### src/kci_pkg.sv
// ----------------------------------------------------------------------------
// kci_pkg
// Shared widths, pipeline payload types and arithmetic helpers for the
// keyframe cubic interpolator.
// ----------------------------------------------------------------------------
package kci_pkg;

    localparam int VAL_W      = 32;
    localparam int FRAC_BITS  = 16;
    localparam int FRAC_W     = FRAC_BITS + 1;
    localparam int COEF_W     = 62 - FRAC_BITS;
    localparam int DIFF_W     = VAL_W + 1;
    localparam int PROD_W     = 2 * DIFF_W;
    localparam int DIV_STEPS  = 2;
    localparam int DIV_STAGES = (PROD_W + DIV_STEPS - 1) / DIV_STEPS;
    localparam int PX_W       = COEF_W + FRAC_W + 1;

    localparam logic [FRAC_W-1:0] FRAC_ONE = FRAC_W'(1) << FRAC_BITS;
    localparam logic signed [PX_W-1:0] ROUND_HALF = PX_W'(1) << (FRAC_BITS - 1);

    typedef logic signed [COEF_W-1:0] coef_t;
    typedef logic signed [COEF_W+1:0] wide_t;

    typedef struct packed {
        logic [PROD_W-1:0] num;
        logic [DIFF_W-1:0] den;
        logic [DIFF_W-1:0] rem;
        logic [PROD_W-1:0] quo;
        logic              neg;
        logic              used;
        logic              zero;
    } div_t;

    typedef struct packed {
        div_t                     s1;
        div_t                     s2;
        logic signed [DIFF_W-1:0] delta;
        logic signed [VAL_W-1:0]  start;
        logic [FRAC_W-1:0]        x;
    } div_item_t;

    typedef struct packed {
        coef_t             acc;
        coef_t             b;
        coef_t             c;
        coef_t             d;
        logic [FRAC_W-1:0] x;
        logic              fault;
    } horner_t;

    function automatic coef_t sat_coef(wide_t v);
        coef_t r;
        if (v > wide_t'({1'b0, {(COEF_W-1){1'b1}}}))
            r = {1'b0, {(COEF_W-1){1'b1}}};
        else if (v < $signed({{3{1'b1}}, {(COEF_W-1){1'b0}}}))
            r = {1'b1, {(COEF_W-1){1'b0}}};
        else
            r = v[COEF_W-1:0];
        return r;
    endfunction

    function automatic coef_t cadd(coef_t a, coef_t b);
        wide_t s;
        s = wide_t'(a) + wide_t'(b);
        return sat_coef(s);
    endfunction

    function automatic coef_t csub(coef_t a, coef_t b);
        wide_t s;
        s = wide_t'(a) - wide_t'(b);
        return sat_coef(s);
    endfunction

    // one restoring division step
    function automatic div_t div_step(div_t s);
        logic [DIFF_W:0] rr;
        div_t            r;
        r = s;
        rr = {s.rem, s.num[PROD_W-1]};
        r.num = {s.num[PROD_W-2:0], 1'b0};
        if (rr >= {1'b0, s.den})
        begin
            r.rem = DIFF_W'(rr - {1'b0, s.den});
            r.quo = {s.quo[PROD_W-2:0], 1'b1};
        end
        else
        begin
            r.rem = rr[DIFF_W-1:0];
            r.quo = {s.quo[PROD_W-2:0], 1'b0};
        end
        return r;
    endfunction

    // signed, saturated slope from the finished quotient
    function automatic coef_t slope_final(div_t s);
        logic  hi;
        coef_t q;
        coef_t r;
        hi = |s.quo[PROD_W-1:COEF_W];
        q  = s.quo[COEF_W-1:0];
        if (!s.used || s.zero)
            r = '0;
        else if (!s.neg)
            r = (hi || q[COEF_W-1]) ? {1'b0, {(COEF_W-1){1'b1}}} : q;
        else if (hi || (q[COEF_W-1] && |q[COEF_W-2:0]))
            r = {1'b1, {(COEF_W-1){1'b0}}};
        else
            r = -q;
        return r;
    endfunction

endpackage

### src/kci_div_stage.sv
// ----------------------------------------------------------------------------
// kci_div_stage
// One stage of the pipelined slope divider: a few quotient bits per slope.
// ----------------------------------------------------------------------------
module kci_div_stage (
    input  logic               clk,
    input  logic               rst_n,
    input  logic               in_valid,
    output logic               in_ready,
    input  kci_pkg::div_item_t in_data,
    output logic               out_valid,
    input  logic               out_ready,
    output kci_pkg::div_item_t out_data
);
    import kci_pkg::*;

    logic      valid_reg;
    div_item_t data_reg;
    div_item_t data_next;

    assign in_ready  = !valid_reg || out_ready;
    assign out_valid = valid_reg;
    assign out_data  = data_reg;

    always_comb
    begin
        data_next = in_data;
        for (int i = 0; i < DIV_STEPS; i++)
        begin
            data_next.s1 = div_step(data_next.s1);
            data_next.s2 = div_step(data_next.s2);
        end
    end

    always_ff @(posedge clk or negedge rst_n)
    begin
        if (!rst_n)
            valid_reg <= 1'b0;
        else if (in_ready)
            valid_reg <= in_valid;
    end

    always_ff @(posedge clk)
    begin
        if (in_ready && in_valid)
            data_reg <= data_next;
    end

endmodule

### config.mk
export PLATFORM = sky130hd
export DESIGN_NAME = kci_div_stage
export DESIGN_NICKNAME = d
export VERILOG_FILES = /design/src/kci_pkg.sv /design/src/kci_div_stage.sv
export SDC_FILE = /design/constraint.sdc
export NUM_CORES = 1
export LEC_CHECK = 0
export BUFFER_PORTS_ARGS = -buffer_cell sky130_fd_sc_hd__buf_2
export CAP_MARGIN = 20
export CORE_AREA = 2 2 383 385
export CTS_CLUSTER_SIZE = 14
export DETAILED_ROUTE_END_ITERATION = 10
export DIE_AREA = 0 0 385 387
export PLACE_DENSITY = 0.34
export RECOVER_POWER = 100
export SLEW_MARGIN = 15
export SYNTH_ARGS = -nofsm -noshare
export SYNTH_HDL_FRONTEND = slang
export SYNTH_SLANG_ARGS = --single-unit
### constraint.sdc
create_clock -name clk -period 32.1 [get_ports clk]
set_input_delay 9.63 -clock clk [delete_from_list [all_inputs] [get_ports clk]]
set_output_delay 9.63 -clock clk [all_outputs]
set_load 0.01 [all_outputs]
# Word level (Yosys, flattened, before mapping)
# Cells that the tools add are included.
# classes
n_addsub	4
mul	0
div	0
magnitude_cmp	4
n_eq_ne	0
shift	0
n_mux	4
n_bitwise	0
n_reduce_logical	3
# ops
operator	count
$mux 99	4
$ge 34x33->1	4
$sub 33x33->33	4
$logic_and 1x1->1	1
$logic_not 1->1	1
$logic_or 1x1->1	1
# totals
ff_bits	481
latch_bits	0
ramBits	0
romBits	0
input_bits	488
out_inout_bits	486
wordCells	33
n_memories	0

# Depth between registers and ports, before layout
# depth
word_depth	4
depth_mapped	29
depth_no_buf	25

# Worst setup path after synthesis
# Ideal clock, no wire load.
# synth_path
path_type	input to register
start	input out_ready
end	register data_reg, in the netlist out_data[0] (enable)
setup_time_ns	0.908
arrival_time_ns	20.708
t_required_ns	31.192
path_slack_ns	10.483
stages	2
n_path_buf	0
path_cell_list	nand2b_1 -> and2_1
# synth_via
elab_chain_len	2
# synth_rtl
item	line	source
start, declared	kci_div_stage.sv:12	input logic out_ready,
$logic_or 1x1->1	kci_div_stage.sv:21	assign in_ready = !valid_reg || out_ready;
$logic_and 1x1->1	kci_div_stage.sv:45	if (in_ready && in_valid)
end signal, assigned	kci_div_stage.sv:46	data_reg <= data_next;
end, declared	kci_div_stage.sv:18	div_item_t data_reg;
# No other way between the ends.
# A chain may end at the register's enable or synchronous reset.

# Worst setup path after layout
# layout_path
start	input out_ready
end	register data_reg, in the netlist out_data[302] (enable)
# Same word-level chain as after synthesis.

==> qor.yml <==
run_status:
  status: "finished with violations"
  failed_checks: "max-capacitance violations, max-slew violations"
power_and_ir_drop:
  p_leak_nw: 11.7
  total_power_mw: 1.94
  p_sw_mw: 0.598
  p_seq_share_pct: 40.4
  p_int_mw: 1.34
  p_clk_share_pct: 34.2
  power_density_nw_per_um2: 62.2
  netSwitchingFraction_pct: 30.8
  vdd_drop_max_uv: 55.3
  combPwrFrac_pct: 25.4
logic_synthesis:
  synth_warnings: 0
  netlist_instances: 1650
  synth_fa_ha_area_share_pct: 7.54
  synth_seq_cells: 481
  ys_async_sr_fraction_pct: 0.208
  synth_mux_area_share_pct: 5.75
  yosys.cell_types.count: 78
  ys.flop_type: "edfxtp_1"
  synth_top_family_by_area: "compound AO/OA/AOI/OAI gates"
  yosys.area_share.simple_pct: 6.01
  synth_compound_area_share_pct: 10.8
  synth_area_per_cell_um2: 13.9
  synth_enable_flop_cells: 480
  synthXorXnorAreaFrac_pct: 4.38
  seq_area_frac_synth_pct: 62.8
  synth_area_um2: 23000
routing:
  drtAntennaViolNets: 0
  wl_per_cell_um: 22.6
  avgViaCountPerCell: 3.83
  drt_pre_antenna_iters: 5
  drt_iter0_drc: 977
  wl_mm: 105
  vias: 17741
  drc_errors: 0
sta:
  slew_headroom_pct: -384
  max_freq_ghz: 0.0435
  hold_viol: 0
  tns_ps: 0
  finClkSkew_ps: 46.5
  rsz0062_at_grt: "false"
  tightest_slew_ps: 7260
  fin_crit_sh_pct: 71.7
  setup_viol: 0
  finalCriticalPeriod_ps: 23010
  report.final.slew_viol_count: 545
final_layout:
  layout.nets: 3288
  area_growth_pct: 35.8
  final_common_cell: "clkbuf_1"
  layout_common_cells: "583 x clkbuf_1, 480 x edfxtp_1, 409 x buf_2, 132 x ha_1, 129 x a21oi_1"
  final_area_um2: 31200
  utilization_pct: 21.5
  drive_above_1_share_pct: 21.2
  num-fill-cells: 16026
worst_setup_path:
  cp.arrival_ps: 23270
  required_ps: 32360
  crit_path_max_fanout: 134
  critPathCaptureType: "register"
  critical_path_class: "input port to register"
  startpoint_type: "input port"
global_route:
  grt_pass1_wl_mm: 140
  gr-total-overflow: 0
  antenna_found_initial: 53
  grt_pass1_vias: 17920
  grt_use_total_pct: 13.3
  grt_start_max_net_pins: 135
clock_tree:
  cts_setup_buffers: 0
  clk_pin_slew_worst_paths_ps: 60
  h-tree-depth: 2
  hold_buffers: 0
  clk_path_buf_depth: 3
  cts_root_buf: "clkbuf_16"
  clock_latency_ps: 680
  cts_buffers: 59
  cts_sinks: 481
  cts_resized: 0
  cts_tree: "done"
floorplan:
  core-area_um2: 145000
  start_util_pct: 15.9
  fp.dieH_um: 387
  die_area_um2: 149000
  rows: 140
  ios: 974
  die_w_um: 385
job:
  max_cap_viol_count: 9
placed_design:
  dp_hpwl_mm: 87.4
  dpl_cell_area_um2: 30100
  io_buffers: 965
  place_congestion: 0.838
hold_path:
  hold_class: "register to register"
## sequential cells by signal, summed over array words and instances, names as in the netlist
signal,flops
out_data,480
out_valid,1
## critical path, cell delays in order
cell and delay, ps:
buf_2 80, nand2b_1 370, and2_0 3330, clkbuf_1 3000
clkbuf_1 5280, buf_4 1270
## through the flow
step / hold WS [ps] / worst slack (ps) / cells
floorplan: 622 / 10480 / 1653
global placement: 827 / 12170 / 4520
detailed placement: 837 / 12160 / 4520
CTS: 870 / 12160 / 4628
global route: 912 / 7730 / 4632
finish: 860 / 9090 / 4635
## cells in the mapped netlist (4+ instances only)
library cell | instances | area (um2)
nor4_1 | 8 | 50.1
nand4_1 | 20 | 125
nand2b_1 | 13 | 81.3
a21oi_1 | 129 | 646
xnor2_1 | 81 | 709
mux2i_1 | 6 | 60.1
nor2b_1 | 12 | 75.1
ha_1 | 132 | 1650
edfxtp_1 | 480 | 14400
a21o_1 | 51 | 383
nor3b_1 | 4 | 30.0
a21boi_0 | 6 | 45.0
a211oi_1 | 16 | 120
nor2_1 | 84 | 315
or3_1 | 6 | 37.5
fa_1 | 4 | 80.1
inv_1 | 105 | 394
o21bai_1 | 18 | 135
o22ai_1 | 4 | 25.0
o31ai_1 | 7 | 52.6
nand2_1 | 75 | 282
a31oi_1 | 14 | 87.6
or2_2 | 9 | 56.3
and2_1 | 7 | 43.8
o211ai_1 | 8 | 60.1
buf_4 | 10 | 75.1
and3_1 | 10 | 62.6
buf_6 | 6 | 67.6
clkbuf_1 | 11 | 41.3
nor3_1 | 12 | 60.1
xor2_1 | 34 | 298
o21ai_0 | 66 | 330
nand3_1 | 21 | 105
mux2_2 | 63 | 709
mux2_1 | 13 | 146
o21a_1 | 14 | 105
mux2_4 | 27 | 405
## routing by layer
layer | up-vias | GRT usage, % | wire, um
met2 | 767 | 25.1 | 54300
met3 | 187 | 4.05 | 8450
met1 | 8439 | 14.0 | 37900
li1 | 8318 | - | -
met4 | 30 | 4.03 | 3690
met5 | - | 0 | 197
## cells by family after synthesis
| group | count (synthesis) |
|---|---|
| AOI/OAI and AO/OA | 383 |
| xor gates and xnor gates | 115 |
| adders and majority gates | 136 |
| buffers and inverters | 137 |
| DFF | 481 |
| muxes | 109 |
| other | 1 |
| and+or+nand+nor | 288 |
## power by group through the flow
| stage | combinational [mW] | clock, mW | sequential (mW) |
|---|---|---|---|
| after detailed placement | 0.535 | 0 | 0.791 |
| after global routing | 0.545 | 0.714 | 0.789 |
| after floorplan | 0.306 | 0 | 0.834 |
| final | 0.494 | 0.664 | 0.784 |
| after CTS | 0.539 | 0.694 | 0.779 |
| after global placement | 0.542 | 0 | 0.791 |
## layout make-up
class                   instances  area (um2)  area share [%]
diodes                          7        17.5          0.0561
clock buffers                  76        1540            4.94
clock inverters                32         355            1.14
inverters                     106         398            1.28
multi-input cells            1035        7840            25.1
flip-flops and latches        481       14400            46.3
well taps                    1917        2400            7.69
repair buffers                981        4220            13.5
## path summary, 6_finish.rpt
kind                           start  slack (ps)            end  cells after the start
min in group asynchronous      rst_n        8710      out_valid                      1
setup reg to reg           out_valid       17750  out_data[302]                      5
max in group asynchronous      rst_n       23280      out_valid                      1
hold reg to reg            out_valid         860      out_valid                      2
setup / recovery           out_ready        9090  out_data[302]                      6
hold / removal             out_valid         860      out_valid                      2
(Power assumes the default switching activity.)
