**src/kci_pkg.sv**
```systemverilog
// ----------------------------------------------------------------------------
// kci_pkg
// Shared widths, pipeline payload types and arithmetic helpers for the
// keyframe cubic interpolator.
// ----------------------------------------------------------------------------
package kci_pkg;

    localparam int VAL_W      = 32;
    localparam int FRAC_BITS  = 16;
    localparam int FRAC_W     = FRAC_BITS + 1;
    localparam int COEF_W     = 62 - FRAC_BITS;
    localparam int DIFF_W     = VAL_W + 1;
    localparam int PROD_W     = 2 * DIFF_W;
    localparam int DIV_STEPS  = 2;
    localparam int DIV_STAGES = (PROD_W + DIV_STEPS - 1) / DIV_STEPS;
    localparam int PX_W       = COEF_W + FRAC_W + 1;

    localparam logic [FRAC_W-1:0] FRAC_ONE = FRAC_W'(1) << FRAC_BITS;
    localparam logic signed [PX_W-1:0] ROUND_HALF = PX_W'(1) << (FRAC_BITS - 1);

    typedef logic signed [COEF_W-1:0] coef_t;
    typedef logic signed [COEF_W+1:0] wide_t;

    typedef struct packed {
        logic [PROD_W-1:0] num;
        logic [DIFF_W-1:0] den;
        logic [DIFF_W-1:0] rem;
        logic [PROD_W-1:0] quo;
        logic              neg;
        logic              used;
        logic              zero;
    } div_t;

    typedef struct packed {
        div_t                     s1;
        div_t                     s2;
        logic signed [DIFF_W-1:0] delta;
        logic signed [VAL_W-1:0]  start;
        logic [FRAC_W-1:0]        x;
    } div_item_t;

    typedef struct packed {
        coef_t             acc;
        coef_t             b;
        coef_t             c;
        coef_t             d;
        logic [FRAC_W-1:0] x;
        logic              fault;
    } horner_t;

    function automatic coef_t sat_coef(wide_t v);
        coef_t r;
        if (v > wide_t'({1'b0, {(COEF_W-1){1'b1}}}))
            r = {1'b0, {(COEF_W-1){1'b1}}};
        else if (v < $signed({{3{1'b1}}, {(COEF_W-1){1'b0}}}))
            r = {1'b1, {(COEF_W-1){1'b0}}};
        else
            r = v[COEF_W-1:0];
        return r;
    endfunction

    function automatic coef_t cadd(coef_t a, coef_t b);
        wide_t s;
        s = wide_t'(a) + wide_t'(b);
        return sat_coef(s);
    endfunction

    function automatic coef_t csub(coef_t a, coef_t b);
        wide_t s;
        s = wide_t'(a) - wide_t'(b);
        return sat_coef(s);
    endfunction

    // one restoring division step
    function automatic div_t div_step(div_t s);
        logic [DIFF_W:0] rr;
        div_t            r;
        r = s;
        rr = {s.rem, s.num[PROD_W-1]};
        r.num = {s.num[PROD_W-2:0], 1'b0};
        if (rr >= {1'b0, s.den})
        begin
            r.rem = DIFF_W'(rr - {1'b0, s.den});
            r.quo = {s.quo[PROD_W-2:0], 1'b1};
        end
        else
        begin
            r.rem = rr[DIFF_W-1:0];
            r.quo = {s.quo[PROD_W-2:0], 1'b0};
        end
        return r;
    endfunction

    // signed, saturated slope from the finished quotient
    function automatic coef_t slope_final(div_t s);
        logic  hi;
        coef_t q;
        coef_t r;
        hi = |s.quo[PROD_W-1:COEF_W];
        q  = s.quo[COEF_W-1:0];
        if (!s.used || s.zero)
            r = '0;
        else if (!s.neg)
            r = (hi || q[COEF_W-1]) ? {1'b0, {(COEF_W-1){1'b1}}} : q;
        else if (hi || (q[COEF_W-1] && |q[COEF_W-2:0]))
            r = {1'b1, {(COEF_W-1){1'b0}}};
        else
            r = -q;
        return r;
    endfunction

endpackage

```
**src/kci_coef.sv**
```systemverilog
// ----------------------------------------------------------------------------
// kci_coef
// Slope saturation and polynomial coefficients for the four curve forms.
// ----------------------------------------------------------------------------
module kci_coef (
    input  logic               clk,
    input  logic               rst_n,
    input  logic               in_valid,
    output logic               in_ready,
    input  kci_pkg::div_item_t in_data,
    output logic               out_valid,
    input  logic               out_ready,
    output kci_pkg::horner_t   out_data
);
    import kci_pkg::*;

    typedef struct packed {
        coef_t             s1;
        coef_t             s2;
        coef_t             delta;
        coef_t             start;
        coef_t             t1;
        coef_t             t2;
        coef_t             bl;
        coef_t             br;
        coef_t             a3;
        coef_t             cr;
        logic              hp;
        logic              hn;
        logic              fault;
        logic [FRAC_W-1:0] x;
    } cf_t;

    logic    v1_reg;
    logic    v2_reg;
    logic    v3_reg;
    logic    v4_reg;
    logic    r2;
    logic    r3;
    logic    r4;
    cf_t     c1_reg;
    cf_t     c1_next;
    cf_t     c2_reg;
    cf_t     c2_next;
    cf_t     c3_reg;
    cf_t     c3_next;
    horner_t h_reg;
    horner_t h_next;
    coef_t   bc;

    assign r4        = !v4_reg || out_ready;
    assign r3        = !v3_reg || r4;
    assign r2        = !v2_reg || r3;
    assign in_ready  = !v1_reg || r2;
    assign out_valid = v4_reg;
    assign out_data  = h_reg;

    always_comb
    begin
        c1_next       = '0;
        c1_next.s1    = slope_final(in_data.s1);
        c1_next.s2    = slope_final(in_data.s2);
        c1_next.delta = COEF_W'(in_data.delta);
        c1_next.start = COEF_W'(in_data.start);
        c1_next.hp    = in_data.s1.used;
        c1_next.hn    = in_data.s2.used;
        // a divisor of an unused slope does not count
        c1_next.fault = (in_data.s1.used && in_data.s1.zero)
                     || (in_data.s2.used && in_data.s2.zero);
        c1_next.x     = in_data.x;

        c2_next    = c1_reg;
        c2_next.t1 = cadd(c1_reg.s1, c1_reg.s2);
        c2_next.t2 = cadd(c1_reg.delta, c1_reg.delta);
        c2_next.bl = csub(c1_reg.delta, c1_reg.s1);
        c2_next.br = csub(c1_reg.s2, c1_reg.delta);

        c3_next    = c2_reg;
        c3_next.a3 = csub(c2_reg.t1, c2_reg.t2);
        c3_next.cr = csub(c2_reg.delta, c2_reg.br);

        bc = csub(csub(c3_reg.delta, c3_reg.a3), c3_reg.s1);
        h_next.d     = c3_reg.start;
        h_next.x     = c3_reg.x;
        h_next.fault = c3_reg.fault;
        unique case ({c3_reg.hp, c3_reg.hn})
            2'b11:
            begin
                h_next.acc = c3_reg.a3;
                h_next.b   = bc;
                h_next.c   = c3_reg.s1;
            end
            2'b10:
            begin
                h_next.acc = '0;
                h_next.b   = c3_reg.bl;
                h_next.c   = c3_reg.s1;
            end
            2'b01:
            begin
                h_next.acc = '0;
                h_next.b   = c3_reg.br;
                h_next.c   = c3_reg.cr;
            end
            default:
            begin
                h_next.acc = '0;
                h_next.b   = '0;
                h_next.c   = c3_reg.delta;
            end
        endcase
    end

    always_ff @(posedge clk or negedge rst_n)
    begin
        if (!rst_n)
        begin
            v1_reg <= 1'b0;
            v2_reg <= 1'b0;
            v3_reg <= 1'b0;
            v4_reg <= 1'b0;
        end
        else
        begin
            if (in_ready)
                v1_reg <= in_valid;
            if (r2)
                v2_reg <= v1_reg;
            if (r3)
                v3_reg <= v2_reg;
            if (r4)
                v4_reg <= v3_reg;
        end
    end

    always_ff @(posedge clk)
    begin
        if (in_ready && in_valid)
            c1_reg <= c1_next;
        if (r2 && v1_reg)
            c2_reg <= c2_next;
        if (r3 && v2_reg)
            c3_reg <= c3_next;
        if (r4 && v3_reg)
            h_reg <= h_next;
    end

endmodule

```
**config.mk**
```make
export PLATFORM = sky130hd
export DESIGN_NAME = kci_coef
export DESIGN_NICKNAME = d
export VERILOG_FILES = /design/src/kci_pkg.sv /design/src/kci_coef.sv
export SDC_FILE = /design/constraint.sdc
export NUM_CORES = 2
export LEC_CHECK = 0
export ABC_CLOCK_PERIOD_IN_PS = 10100
export BUFFER_PORTS_ARGS = -buffer_cell sky130_fd_sc_hd__clkbuf_2
export CAP_MARGIN = 20
export CORE_MARGIN = 1
export CORE_UTILIZATION = 53
export DETAILED_ROUTE_END_ITERATION = 10
export GPL_TIMING_DRIVEN = 0
export PLACE_DENSITY = 0.82
export SLEW_MARGIN = 30
export SYNTH_ARGS = -nofsm -noshare
export SYNTH_HDL_FRONTEND = slang
export SYNTH_SLANG_ARGS = --single-unit
```
**constraint.sdc**
```tcl
create_clock -name clk -period 10.1 [get_ports clk]
set_input_delay 0.505 -clock clk [delete_from_list [all_inputs] [get_ports clk]]
set_output_delay 0.505 -clock clk [all_outputs]
set_load 0.05 [all_outputs]
```
## Word level (Yosys, flattened, before mapping)

Index checks and enable logic that the tools add are counted.

| word-level totals | value |
|---|---|
| bits in registers | 999 |
| output and inout bits | 204 |

| operators by class | value |
|---|---|
| add/sub/neg operators | 10 |
| magnitude comparators | 16 |
| eq/ne operators | 3 |
| mux-type cells | 17 |
| reduce and logical (&&, ||, !) cells | 29 |

Operators by type and width:

| operator | number |
|---|---|
| 46-bit two-way mux | 16 |
| 138-bit one-hot mux with 3 select lines | 1 |
| 47-bit by 46-bit greater-than comparator with 1-bit output, second input constant | 7 |
| 47-bit by 46-bit < comparator with 1-bit output, second input constant | 7 |
| 33-bit by 46-bit subtractor with 47-bit output | 3 |
| 46-bit by 46-bit subtractor with 47-bit output | 2 |
| 46-bit negation | 2 |
| 45-bit OR reduction | 2 |
| 46-bit by 46-bit adder with 47-bit output | 1 |
| 46-bit by 33-bit subtractor with 47-bit output | 1 |
| 34-bit by 46-bit greater-than comparator with 1-bit output, second input constant | 1 |
| 34-bit by 46-bit < comparator with 1-bit output, second input constant | 1 |
| 20-bit OR reduction | 2 |
| 33-bit by 33-bit adder with 34-bit output | 1 |
| 1-bit logical OR | 11 |
| 1-bit logical AND | 8 |
| 1-bit logical NOT | 6 |
| 2-bit == test, second input constant | 2 |
| 2-bit by 1-bit == test with 1-bit output, second input constant | 1 |

## Longest topological paths before layout

| depth | value |
|---|---|
| depth after elaboration | 9 |
| gate-level depth with buffers | 28 |
| gate-level depth less buffers | 26 |

## Worst setup path after synthesis

Ideal clock, no wire load.

| timing | value |
|---|---|
| path type | register to register |
| from | reg v4_reg, in the netlist out_valid |
| to | reg h_reg (netlist bit out_data[0]), enable pin |
| library setup time | 0.761 ns |
| data arrival time | 9.103 ns |
| required time | 9.339 ns |
| setup slack | 0.236 ns |
| stages on the path, launching flop included | 3 |
| buffers on the path | 0 |
| period minus slack after synthesis | 9.864 ns |
| cell sequence | dfrtp_1 -> nor2b_1 -> nor2b_1 |

| between the ends | value |
|---|---|
| word-level cells in the longest chain between the ends | 3 |

RTL lines:

| element | line | source |
|---|---|---|
| start: declaration | kci_coef.sv:37 | `logic v4_reg;` |
| start signal: assignment | kci_coef.sv:132 | `v4_reg <= v3_reg;` |
| 1-bit logical NOT | kci_coef.sv:51 | `assign r4 = !v4_reg \|\| out_ready;` |
| 1-bit logical OR | kci_coef.sv:51 |  |
| 1-bit logical AND | kci_coef.sv:144 | `if (r4 && v3_reg)` |
| end signal: assignment | kci_coef.sv:145 | `h_reg <= h_next;` |
| end: declaration | kci_coef.sv:47 | `horner_t h_reg;` |

No other way between the ends.
A chain may end at the register's enable or synchronous reset.

==> results.toml <==
[worst_setup_path]
timing.critical_path.max_delay_family = "compound AO/OA/AOI/OAI gates"
crit_required_ns = 10.54
crit_fanout = 10
worst_path_largest_cell_delay_ns = 0.81
worst_ep_arrival_time_ns = 10.29
endpoint_kind = "flop"
timing_worst_setup_path_type = "reg -> reg"
timing.reg2reg.setup_slack_ns = 0.25
cp_slowest_cell = "sky130_fd_sc_hd__a21oi_1"
startpoint_type = "flop"
worst-path-buf-inv = 4

[global_routing]
antenna_found_initial = 7
wire_length_of_the_first_global_routing_pass_um = 275000
first_global_vias = 42200
globalRouteTotalUtil = 0.363
grt.overflow.total = 0
grt_start_max_net_pins = 54

[cells_and_area]
ratio_of_cells_with_drive_above_1_in_the_final_layout = 0.117
final_cell_mix = "sky130_fd_sc_hd__edfxtp_1 (949), sky130_fd_sc_hd__a21oi_1 (568), sky130_fd_sc_hd__clkbuf_2 (427)"
layout.nets = 6605
largest_reg_flops = 315
final_core_utilization = 0.622
area.growth.synth_to_final_pct = 15.9
final_area_um2 = 63400
layout_commonest_cell = "sky130_fd_sc_hd__edfxtp_1"
num-fill-cells = 8203

[placed_design]
port_buffer_count = 426
dp_hpwl_um = 153000
gp_congestion = 1.01
dpl_cell_area_um2 = 59300

[floorplan]
die_width_um = 323
io_pins = 692
core_area_um2 = 102000
die_area_um2 = 105000
floorplan.rows = 117
initial_core_util = 0.537
die_height_um = 323

[sta]
timing_max_transition_violations_final = 0
final_hold_viol_count = 0
timing.final.crit_period_ns = 9.85
setup_viol_count_final = 0
final.setup_skew_ns = 0.0356
max_freq_ghz = 0.102
max_slew.worst_pin.slew_ns = 1.04
finalCritPeriodShare = 0.975
maxSlewHeadroom = 0.299
hold_ws_ns = 0.0167

[clock_tree]
cts.sink_count = 953
cts_tree = "done"
clock_insertion_delay_worst_skew_ns = 0.72
cts.path.max_buffers = 3
clkSlewWorstSetupHoldPaths_ns = 0.06
number_of_cts_inserted_buffers = 98
h-tree-depth = 3
ctsRootBufferMaster = "sky130_fd_sc_hd__clkbuf_16"

[synthesis]
yosys_warnings = 0
ys_async_sr_fraction = 0.00420
post_synth_instance_area_um2 = 54700
share_of_synthesized_area_occupied_by_flip_flops_and_latches = 0.522
synth_seq_cells = 953
ys.flop_type = "sky130_fd_sc_hd__edfxtp_1"
synth-edff-count = 949
yosys.cell_types.count = 83
syn-num-nets = 5974
synthCells = 5156
post_synth.cell_area_avg_um2 = 10.6

[route]
detailedRoute.firstPassIterationCount = 8
detail_route.wl_per_cell_um = 26.7
drt_wl_total_um = 194000
drc = 0
final_antenna_net_count = 0
first_iteration_detailed_routing_drc_count = 5879
dr_vias = 45500
routed_via_density = 6.28

[power]
switching_power_mw = 9.18
vdd_drop_max_mv = 0.222
clock_power_share = 0.189
swShare = 0.455
p_int_mw = 11.0
power_density_nw_per_um2 = 318
sequential_cell_fraction_of_total_power = 0.296
pwr-share-comb = 0.515
p_leak_nw = 25.4

[flow_run]
maxCapViolCount = 0

[hold_path]
min_path_type = "in -> reg"

[run_status]
run_status = "completed"
-- cell families (layout without fill, tap and decap cells) --
| group | Yosys count | after routing | synth area share |
|---|---|---|---|
| buf+inv | 596 | 1310 | 0.0421 |
| mux | 34 | 34 | 0.00622 |
| compound gates | 1684 | 1684 | 0.193 |
| flops | 953 | 953 | 0.522 |
| simple gates | 1240 | 1240 | 0.108 |
| xor+xnor | 290 | 290 | 0.0464 |
| other cells | 1 | 8 | 0.0000685 |
| fa+ha+maj | 358 | 358 | 0.0815 |
-- synth_stat cells (all sizes together) (79+ instances only) --
master    n  area (um2)
a21oi   569        2850
inv     349        1310
ha      323        4040
nor3     91         455
o21ai   349        1750
nor2    357        1340
a31oi    79         494
a21o    204        1530
edfxtp  949       28500
nand2   341        1280
clkbuf  216         811
xor2    119        1040
xnor2   171        1500
-- what timing repair did --
action,CTS,global route
hold buffers,77,0
endpoints found under the hold margin,80,0
resized for setup,0,1
setup endpoints to repair,0,37
buffers inserted,0,2
-- final timing paths --
path                                           from                      end  depth (start not counted)
max                        c3_reg[66]$_SDFFCE_PN1P_  out_data[118]$_DFFE_PP_                         27
min                                     in_data[30]    c1_reg[309]$_DFFE_PP_                          1
max reg2reg                c3_reg[66]$_SDFFCE_PN1P_  out_data[118]$_DFFE_PP_                         27
min reg2reg                   c2_reg[463]$_DFFE_PP_    c3_reg[463]$_DFFE_PP_                          0
max in group asynchronous                     rst_n    out_valid$_DFFE_PN0P_                          2
min in group asynchronous                     rst_n       v2_reg$_DFFE_PN0P_                          2
-- through the flow --
step / TNS, ns / setup WS, ns / total power [mW] / std cells
2_1_floorplan: 0 / 0.236 / 12.6 / 5156
3_3_place_gp: -992.35 / -3.14 / 16.0 / 6950
3_5_place_dp: 0 / 0.506 / 15.9 / 6976
4_1_cts: 0 / 0.455 / 19.8 / 7236
5_1_grt: -0.0790 / -0.0298 / 21.0 / 7238
6_report: 0 / 0.254 / 20.2 / 7245
-- area by class of cell --
class	count	area, um2	share of cell area
multi-input cells	3607	23900	0.377
diodes	7	17.5	0.000276
flip-flops and latches	953	28600	0.451
plain buffers	246	993	0.0157
clock buffers	114	2530	0.0399
inverters	350	1310	0.0207
clock inverters	69	832	0.0131
well taps	1368	1710	0.0270
repair buffers	531	3550	0.0560
-- per-layer routing --
metal	routed length (um)	up-vias	global-route usage
li1	-	20600	-
met1	76000	21900	0.491
met2	87700	2634	0.567
met3	18000	442	0.0446
met4	12100	6	0.208
met5	30	-	0
-- power groups by stage --
stage / clock [mW] / sequential, mW / combinational [mW]
after floorplan: 0 / 6.53 / 6.07
after global placement: 0 / 6.17 / 9.81
after detailed placement: 0 / 6.03 / 9.91
after CTS: 3.81 / 5.96 / 10.0
after global routing: 3.96 / 6.02 / 11.0
final: 3.81 / 5.98 / 10.4
Note: power is estimated with default switching activity, not from simulation.
