[config.mk]
export PLATFORM = sky130hd
export DESIGN_NAME = kci_horner_stage
export DESIGN_NICKNAME = d
export VERILOG_FILES = /design/src/kci_pkg.sv /design/src/kci_horner_stage.sv
export SDC_FILE = /design/constraint.sdc
export NUM_CORES = 2
export LEC_CHECK = 0
export BUFFER_PORTS_ARGS = -buffer_cell sky130_fd_sc_hd__buf_2
export CAP_MARGIN = 20
export CORE_AREA = 3 3 376 378
export CTS_CLUSTER_SIZE = 20
export DETAILED_ROUTE_END_ITERATION = 7
export DIE_AREA = 0 0 379 381
export GPL_TIMING_DRIVEN = 0
export PLACE_DENSITY = 0.52
export RECOVER_POWER = 25
export REMOVE_ABC_BUFFERS = 1
export SYNTH_ARGS = -nofsm -noshare
export SYNTH_HDL_FRONTEND = slang
export SYNTH_SLANG_ARGS = --single-unit
[constraint.sdc]
create_clock -name clk -period 6.69 [get_ports clk]
set_input_delay 1.6725 -clock clk [delete_from_list [all_inputs] [get_ports clk]]
set_output_delay 1.6725 -clock clk [all_outputs]
set_load 0.01 [all_outputs]
[src/kci_pkg.sv]
// ----------------------------------------------------------------------------
// kci_pkg
// Shared widths, pipeline payload types and arithmetic helpers for the
// keyframe cubic interpolator.
// ----------------------------------------------------------------------------
package kci_pkg;

    localparam int VAL_W      = 32;
    localparam int FRAC_BITS  = 16;
    localparam int FRAC_W     = FRAC_BITS + 1;
    localparam int COEF_W     = 62 - FRAC_BITS;
    localparam int DIFF_W     = VAL_W + 1;
    localparam int PROD_W     = 2 * DIFF_W;
    localparam int DIV_STEPS  = 2;
    localparam int DIV_STAGES = (PROD_W + DIV_STEPS - 1) / DIV_STEPS;
    localparam int PX_W       = COEF_W + FRAC_W + 1;

    localparam logic [FRAC_W-1:0] FRAC_ONE = FRAC_W'(1) << FRAC_BITS;
    localparam logic signed [PX_W-1:0] ROUND_HALF = PX_W'(1) << (FRAC_BITS - 1);

    typedef logic signed [COEF_W-1:0] coef_t;
    typedef logic signed [COEF_W+1:0] wide_t;

    typedef struct packed {
        logic [PROD_W-1:0] num;
        logic [DIFF_W-1:0] den;
        logic [DIFF_W-1:0] rem;
        logic [PROD_W-1:0] quo;
        logic              neg;
        logic              used;
        logic              zero;
    } div_t;

    typedef struct packed {
        div_t                     s1;
        div_t                     s2;
        logic signed [DIFF_W-1:0] delta;
        logic signed [VAL_W-1:0]  start;
        logic [FRAC_W-1:0]        x;
    } div_item_t;

    typedef struct packed {
        coef_t             acc;
        coef_t             b;
        coef_t             c;
        coef_t             d;
        logic [FRAC_W-1:0] x;
        logic              fault;
    } horner_t;

    function automatic coef_t sat_coef(wide_t v);
        coef_t r;
        if (v > wide_t'({1'b0, {(COEF_W-1){1'b1}}}))
            r = {1'b0, {(COEF_W-1){1'b1}}};
        else if (v < $signed({{3{1'b1}}, {(COEF_W-1){1'b0}}}))
            r = {1'b1, {(COEF_W-1){1'b0}}};
        else
            r = v[COEF_W-1:0];
        return r;
    endfunction

    function automatic coef_t cadd(coef_t a, coef_t b);
        wide_t s;
        s = wide_t'(a) + wide_t'(b);
        return sat_coef(s);
    endfunction

    function automatic coef_t csub(coef_t a, coef_t b);
        wide_t s;
        s = wide_t'(a) - wide_t'(b);
        return sat_coef(s);
    endfunction

    // one restoring division step
    function automatic div_t div_step(div_t s);
        logic [DIFF_W:0] rr;
        div_t            r;
        r = s;
        rr = {s.rem, s.num[PROD_W-1]};
        r.num = {s.num[PROD_W-2:0], 1'b0};
        if (rr >= {1'b0, s.den})
        begin
            r.rem = DIFF_W'(rr - {1'b0, s.den});
            r.quo = {s.quo[PROD_W-2:0], 1'b1};
        end
        else
        begin
            r.rem = rr[DIFF_W-1:0];
            r.quo = {s.quo[PROD_W-2:0], 1'b0};
        end
        return r;
    endfunction

    // signed, saturated slope from the finished quotient
    function automatic coef_t slope_final(div_t s);
        logic  hi;
        coef_t q;
        coef_t r;
        hi = |s.quo[PROD_W-1:COEF_W];
        q  = s.quo[COEF_W-1:0];
        if (!s.used || s.zero)
            r = '0;
        else if (!s.neg)
            r = (hi || q[COEF_W-1]) ? {1'b0, {(COEF_W-1){1'b1}}} : q;
        else if (hi || (q[COEF_W-1] && |q[COEF_W-2:0]))
            r = {1'b1, {(COEF_W-1){1'b0}}};
        else
            r = -q;
        return r;
    endfunction

endpackage

[src/kci_horner_stage.sv]
// ----------------------------------------------------------------------------
// kci_horner_stage
// One Horner step: acc*x in one stage, round, add next coefficient, saturate.
// ----------------------------------------------------------------------------
module kci_horner_stage (
    input  logic             clk,
    input  logic             rst_n,
    input  logic             in_valid,
    output logic             in_ready,
    input  kci_pkg::horner_t in_data,
    output logic             out_valid,
    input  logic             out_ready,
    output kci_pkg::horner_t out_data
);
    import kci_pkg::*;

    logic                   m_valid_reg;
    logic                   a_valid_reg;
    logic                   m_ready;
    horner_t                m_reg;
    logic signed [PX_W-1:0] p_reg;
    logic signed [PX_W-1:0] p_next;
    horner_t                a_reg;
    horner_t                a_next;
    logic signed [PX_W-1:0] rs;
    wide_t                  sum;

    assign m_ready   = !a_valid_reg || out_ready;
    assign in_ready  = !m_valid_reg || m_ready;
    assign out_valid = a_valid_reg;
    assign out_data  = a_reg;

    always_comb
    begin
        p_next = in_data.acc * $signed({1'b0, in_data.x});
        // round half up, then drop the fraction
        rs  = (p_reg + ROUND_HALF) >>> FRAC_BITS;
        sum = wide_t'(rs[COEF_W+1:0]) + wide_t'(m_reg.b);
        a_next     = m_reg;
        a_next.acc = sat_coef(sum);
        a_next.b   = m_reg.c;
        a_next.c   = m_reg.d;
        a_next.d   = '0;
    end

    always_ff @(posedge clk or negedge rst_n)
    begin
        if (!rst_n)
        begin
            m_valid_reg <= 1'b0;
            a_valid_reg <= 1'b0;
        end
        else
        begin
            if (in_ready)
                m_valid_reg <= in_valid;
            if (m_ready)
                a_valid_reg <= m_valid_reg;
        end
    end

    always_ff @(posedge clk)
    begin
        if (in_ready && in_valid)
        begin
            m_reg <= in_data;
            p_reg <= p_next;
        end
        if (m_ready && m_valid_reg)
            a_reg <= a_next;
    end

endmodule

* Word-level counts from Yosys, hierarchy flattened
Cells that the tools add are included.
** Word-level totals
- Register bits :: 378
- Output and inout bits :: 204
** Cells by class
- Add/sub/neg operators :: 2
- $mul :: 1
- $lt $le $gt $ge :: 2
- Mux-type cells :: 1
- Reduce and logical (&&, ||, !) cells :: 6
** Operators by type and width (number)
- 64-bit by 17-bit adder with 64-bit output (second input constant) :: 1
- 46-bit by 18-bit multiplier with 64-bit output :: 1
- 48-bit by 46-bit adder with 48-bit output :: 1
- 48-bit by 46-bit greater-than comparator with 1-bit output (second input constant) :: 1
- 48-bit by 46-bit less-than comparator with 1-bit output (second input constant) :: 1
- 46-bit two-way mux :: 1
- 1-bit logical AND :: 2
- 1-bit logical NOT :: 2
- 1-bit logical OR :: 2

* Longest topological paths before layout
- Depth in word-level cells :: 4
- Gate-level depth with buffers :: 26
- Depth with buffers taken out :: 23

* Worst setup path after synthesis
OpenSTA, ideal clock, no wires.
- Path type :: input to register
- Start :: input in_data[10] (netlist bit)
- End :: register p_reg[55], data pin
- Setup time :: 0.269 ns
- Data arrival time :: 7.563 ns
- Slack :: -1.141 ns
- Stages on the path :: 23
- Cells stage by stage :: clkbuf_1 -> clkbuf_1 -> nand2_1 -> fa_1 -> inv_1 -> fa_1 -> inv_1 -> fa_1 -> inv_1 -> fa_1 -> fa_1 -> inv_1 -> fa_1 -> inv_1 -> ha_1 -> nand4_1 -> or3b_2 -> nand2_1 -> a21oi_1 -> o31a_1 -> o311a_1 -> o31ai_1 -> xor2_1
** Between the ends
- Cells in the longest elaborated chain, start to end :: 1
** Ends and longest elaborated chain
- from (decl) :: line kci_horner_stage.sv:10 : input kci_pkg::horner_t in_data,
- 46-bit by 18-bit multiplier with 64-bit output :: line kci_horner_stage.sv:35 : p_next = in_data.acc * $signed({1'b0, in_data.x});
- net p_next[55] :: line kci_horner_stage.sv:22 : logic signed [PX_W-1:0] p_next;
- to (signal assigned) :: line kci_horner_stage.sv:67 : p_reg <= p_next;
- to (decl) :: line kci_horner_stage.sv:21 : logic signed [PX_W-1:0] p_reg;
The timed path passes the listed nets, and every way through them passes these cells.
A chain may end at the register's enable or synchronous reset.

* Worst setup path after layout
- Start :: input in_data[4] (netlist bit)
- End :: register p_reg[55], data pin
Same word-level chain as after synthesis.

==> results.rst <==
.. list-table::
   :header-rows: 1

   * - Metric
     - Value
   * - Clk sink count
     - 363
   * - CP Max Fanout
     - 7
   * - Core Box Area
     - 138000 µm²
   * - Layout cell share with drive strength beyond 1
     - around a fifth
   * - Later-pin clock latency in the skew report
     - around 0.56 ns
   * - Endpoint with the worst hold slack
     - out_data[140]$_DFFE_PP_
   * - Horiz. Die Dim
     - about 380 µm
   * - Reg2Reg Capture Point
     - out_data[158]$_SDFFCE_PN1P_
   * - Post-synth top flop
     - sky130_fd_sc_hd__edfxtp_1
   * - Antenna violations before repair
     - 14
   * - Register-to-Register Path Depth
     - 17
   * - Headroom to the max-slew limit
     - 41.5%
   * - Via count of the routed design
     - 28609
   * - Total of warnings raised by yosys
     - 0
   * - Clock buffer count from CTS
     - 37
   * - Final worst-path setup slack
     - -0.547 ns
   * - Port bufs
     - 363
   * - Vias per std cell
     - 4.64
   * - Aggregate global routing overflow
     - 0
   * - IO Pins
     - 410
   * - Layout Skew
     - 0.0184 ns
   * - Met2 WL post-DR
     - approximately 60000 µm
   * - Netlist cell types
     - 87
   * - Area growth syn-to-layout
     - 19.9%
   * - Number of enable-type register cells in the synthesized netlist
     - 361
   * - Placement row count
     - about 140
   * - Wire per inst
     - 20.4 µm
   * - Routed met1 length
     - 54600 µm
   * - Avg Inst Size Synth
     - 10.5 µm²
   * - Placement-stage cell area
     - 45100 µm²
   * - Hold Path Origin
     - a_next[140]$_DFFE_PP_
   * - Highest metal layer used by the detailed router
     - met5
   * - Full die area
     - approximately 140000 µm²
   * - Share of the clock period used by the worst path after layout
     - 108%
   * - Setup Crit Path Kind
     - input pin to register
   * - Data arrival time of the critical path
     - 7.54 ns
   * - Flip-flop count of the largest register after layout
     - 156
   * - Post-route DRC
     - 0
   * - Die height
     - 381 µm
   * - First DRT Iteration DRCs
     - ~1600
   * - Yosys reg bits
     - 363
   * - CP endpoint kind
     - register
   * - Final cell utilization of the core
     - 36.0%
   * - Class of the worst hold path
     - register to register
   * - Nets
     - 5467
   * - Clock-pin transition on the worst setup and hold timing paths
     - 0.06 ns
   * - Worst endpoint required time
     - 7.00 ns
   * - Most frequently used cell type in the post-synthesis netlist
     - sky130_fd_sc_hd__inv_1
   * - Max-slew violation count
     - 0
   * - Yosys top cell by area
     - sky130_fd_sc_hd__fa_1
   * - Cell area after layout
     - 49600 µm²
   * - Portion of synthesized cell area occupied by the leading cell type
     - between 30% and 40%
   * - Outcome
     - finished with violations
   * - Violated checks
     - setup timing
   * - Final WL
     - 126000 µm
   * - Peak clock frequency supported by timing
     - 138 MHz
   * - Initial Util
     - roughly 30%
   * - Leading cell types by total area after synthesis
     - sky130_fd_sc_hd__fa_1 (35%), sky130_fd_sc_hd__edfxtp_1 (26%), sky130_fd_sc_hd__inv_1 (7.4%)
   * - CTS tree
     - built
   * - Final weighted congestion in routability-driven placement
     - approximately 0.85
   * - Hold-critical path depth
     - 0
   * - Type of element launching the critical path
     - input pin
   * - Final number of setup-violating endpoints
     - 41
   * - Number of hold-slack violations in the final timing report
     - 0
   * - Maxcap violations
     - 0
   * - Met3 routed WL
     - approximately 8600 µm
   * - Longest Clk Path Bufs
     - 3
   * - Hold slack
     - 0.413 ns
   * - Pin count of the biggest net entering global routing
     - 65
   * - FFs w/ async S/R, synth
     - 0.551%
   * - Global-route wire length before repair
     - 188000 µm
   * - Final critical delay including setup and external delays
     - roughly 7.2 ns
   * - Vias in the first global route
     - 30435
   * - Cell count after synthesis
     - between 3000 and 4000
   * - Total half-perimeter wirelength after legalization and detailed placement
     - 90500 µm
   * - Launch point of the worst reg-to-reg path
     - p_reg[17]$_DFFE_PP_
   * - Cell Area, Synth
     - slightly above 40000 µm²
   * - FF-to-FF setup slack
     - roughly 0.74 ns
   * - Top post-synthesis cells by count
     - sky130_fd_sc_hd__inv_1 (815), sky130_fd_sc_hd__fa_1 (730), sky130_fd_sc_hd__nand2_1 (504), sky130_fd_sc_hd__and2_1 (370), sky130_fd_sc_hd__edfxtp_1 (361)
   * - Number of routed nets with antenna violations
     - 0
   * - Least-Margin Pin Slew
     - approximately 0.9 ns
   * - CTS Root Cell
     - sky130_fd_sc_hd__clkbuf_16
   * - Unrepaired setup endpoints after global routing
     - yes
   * - Sequential element share of the synthesized area
     - 26.3%
   * - Number of levels the H-tree was split into
     - 2
   * - Global-route usage over all layers
     - 17.1%
   * - TritonRoute pass-1 iters
     - 5
## through the flow
stage / setup slack [ns] / TNS, ns / instances
2_1_floorplan: -0.714 / -107.33 / 3775
3_3_place_gp: -3.62 / -1126.10 / 5932
5_1_grt: -0.686 / -19.74 / 6163
4_1_cts: -0.552 / -12.14 / 6099
3_5_place_dp: -2.52 / -78.88 / 5956
6_report: -0.547 / -14.56 / 6165
## final cells by class
class	instances	area, µm²
Multi-Input combinational cell	2597	27700
Tap cell	1794	2240
Timing Repair Buffer	526	4370
Sequential cell	363	10900
Clock inverter	23	265
Fill cell	13773	88300
Clock buffer	43	991
Inverter	815	3060
Antenna cell	4	10.0
## critical path: stages
cell                      delay [ns]
sky130_fd_sc_hd__buf_16         0.13
sky130_fd_sc_hd__buf_16         0.16
sky130_fd_sc_hd__and2_4         0.14
sky130_fd_sc_hd__fa_1           0.54
sky130_fd_sc_hd__inv_2          0.04
sky130_fd_sc_hd__fa_2           0.56
sky130_fd_sc_hd__inv_2          0.04
sky130_fd_sc_hd__fa_1           0.50
sky130_fd_sc_hd__inv_2          0.04
sky130_fd_sc_hd__fa_1           0.52
sky130_fd_sc_hd__fa_1           0.44
sky130_fd_sc_hd__fa_1           0.54
sky130_fd_sc_hd__inv_2          0.05
sky130_fd_sc_hd__ha_4           0.27
sky130_fd_sc_hd__nand4_1        0.14
sky130_fd_sc_hd__or3b_4         0.51
sky130_fd_sc_hd__nand2_4        0.12
sky130_fd_sc_hd__a21oi_4        0.07
sky130_fd_sc_hd__o31a_1         0.32
sky130_fd_sc_hd__o311a_1        0.40
sky130_fd_sc_hd__o31ai_2        0.21
sky130_fd_sc_hd__xor2_1         0.10
## routing by layer
metal	GRT usage, %	vias to the layer above
met4	4.59	10
met3	3.06	144
li1	-	12894
met1	22.8	14669
met5	0	-
met2	28.5	892
## cells by family (layout without fill, tap and decap cells)
| family | count (synthesis) | count (layout) | synth area share (%) |
|---|---|---|---|
| fa+ha+maj | 921 | 921 | 41.1 |
| flops | 363 | 363 | 26.3 |
| xor+xnor | 137 | 137 | 2.92 |
| mux | 2 | 2 | 0.0515 |
| buf+inv | 1019 | 1407 | 9.82 |
| simple gates | 1104 | 1104 | 13.4 |
| compound gates | 387 | 387 | 6.36 |
| other cells | 1 | 50 | 0.00907 |
## cells in the final DEF, fill, tap and decap left out, drive strengths merged, types with 8 or more instances in the layout
| cell | n |
|---|---|
| nand4 | 25 |
| a31oi | 12 |
| o21a | 18 |
| nand2 | 506 |
| o21bai | 14 |
| clkbuf | 60 |
| nand2b | 12 |
| xnor2 | 95 |
| or3 | 9 |
| a21o | 96 |
| xor2 | 42 |
| nor3 | 22 |
| o31ai | 8 |
| inv | 817 |
| o211ai | 9 |
| and4 | 9 |
| buf | 501 |
| a21oi | 109 |
| o21ai | 66 |
| nand3 | 37 |
| fa | 730 |
| a211oi | 8 |
| clkinv | 10 |
| ha | 191 |
| bufbuf | 8 |
| and2 | 371 |
| conb | 46 |
| and3 | 21 |
| nor2 | 69 |
| edfxtp | 361 |
## how the worst max path moves through the flow
stage	from	endpoint	cells past startpoint
2_1_floorplan	in_data[171]	p_reg[55]$_DFFE_PP_	20
3_3_place_gp	out_ready	a_next[11]$_DFFE_PP_	3
3_5_place_dp	in_data[10]	p_reg[63]$_DFFE_PP_	22
4_1_cts	in_data[7]	p_reg[34]$_DFFE_PP_	24
5_1_grt	in_data[4]	p_reg[55]$_DFFE_PP_	22
6_report	in_data[4]	p_reg[55]$_DFFE_PP_	22
## repair_timing
action                                 in CTS  in global routing
gates cloned                               15                  4
setup buffers                              62                 58
setup endpoints to repair                  46                 47
resized for setup                         227                188
pin swaps                                  59                 79
endpoints found under the hold margin       0                  0
hold buffers                                0                  0
Power is not shown: default switching activity piles up to over one toggle a cycle in this logic, so the estimate is an artifact.
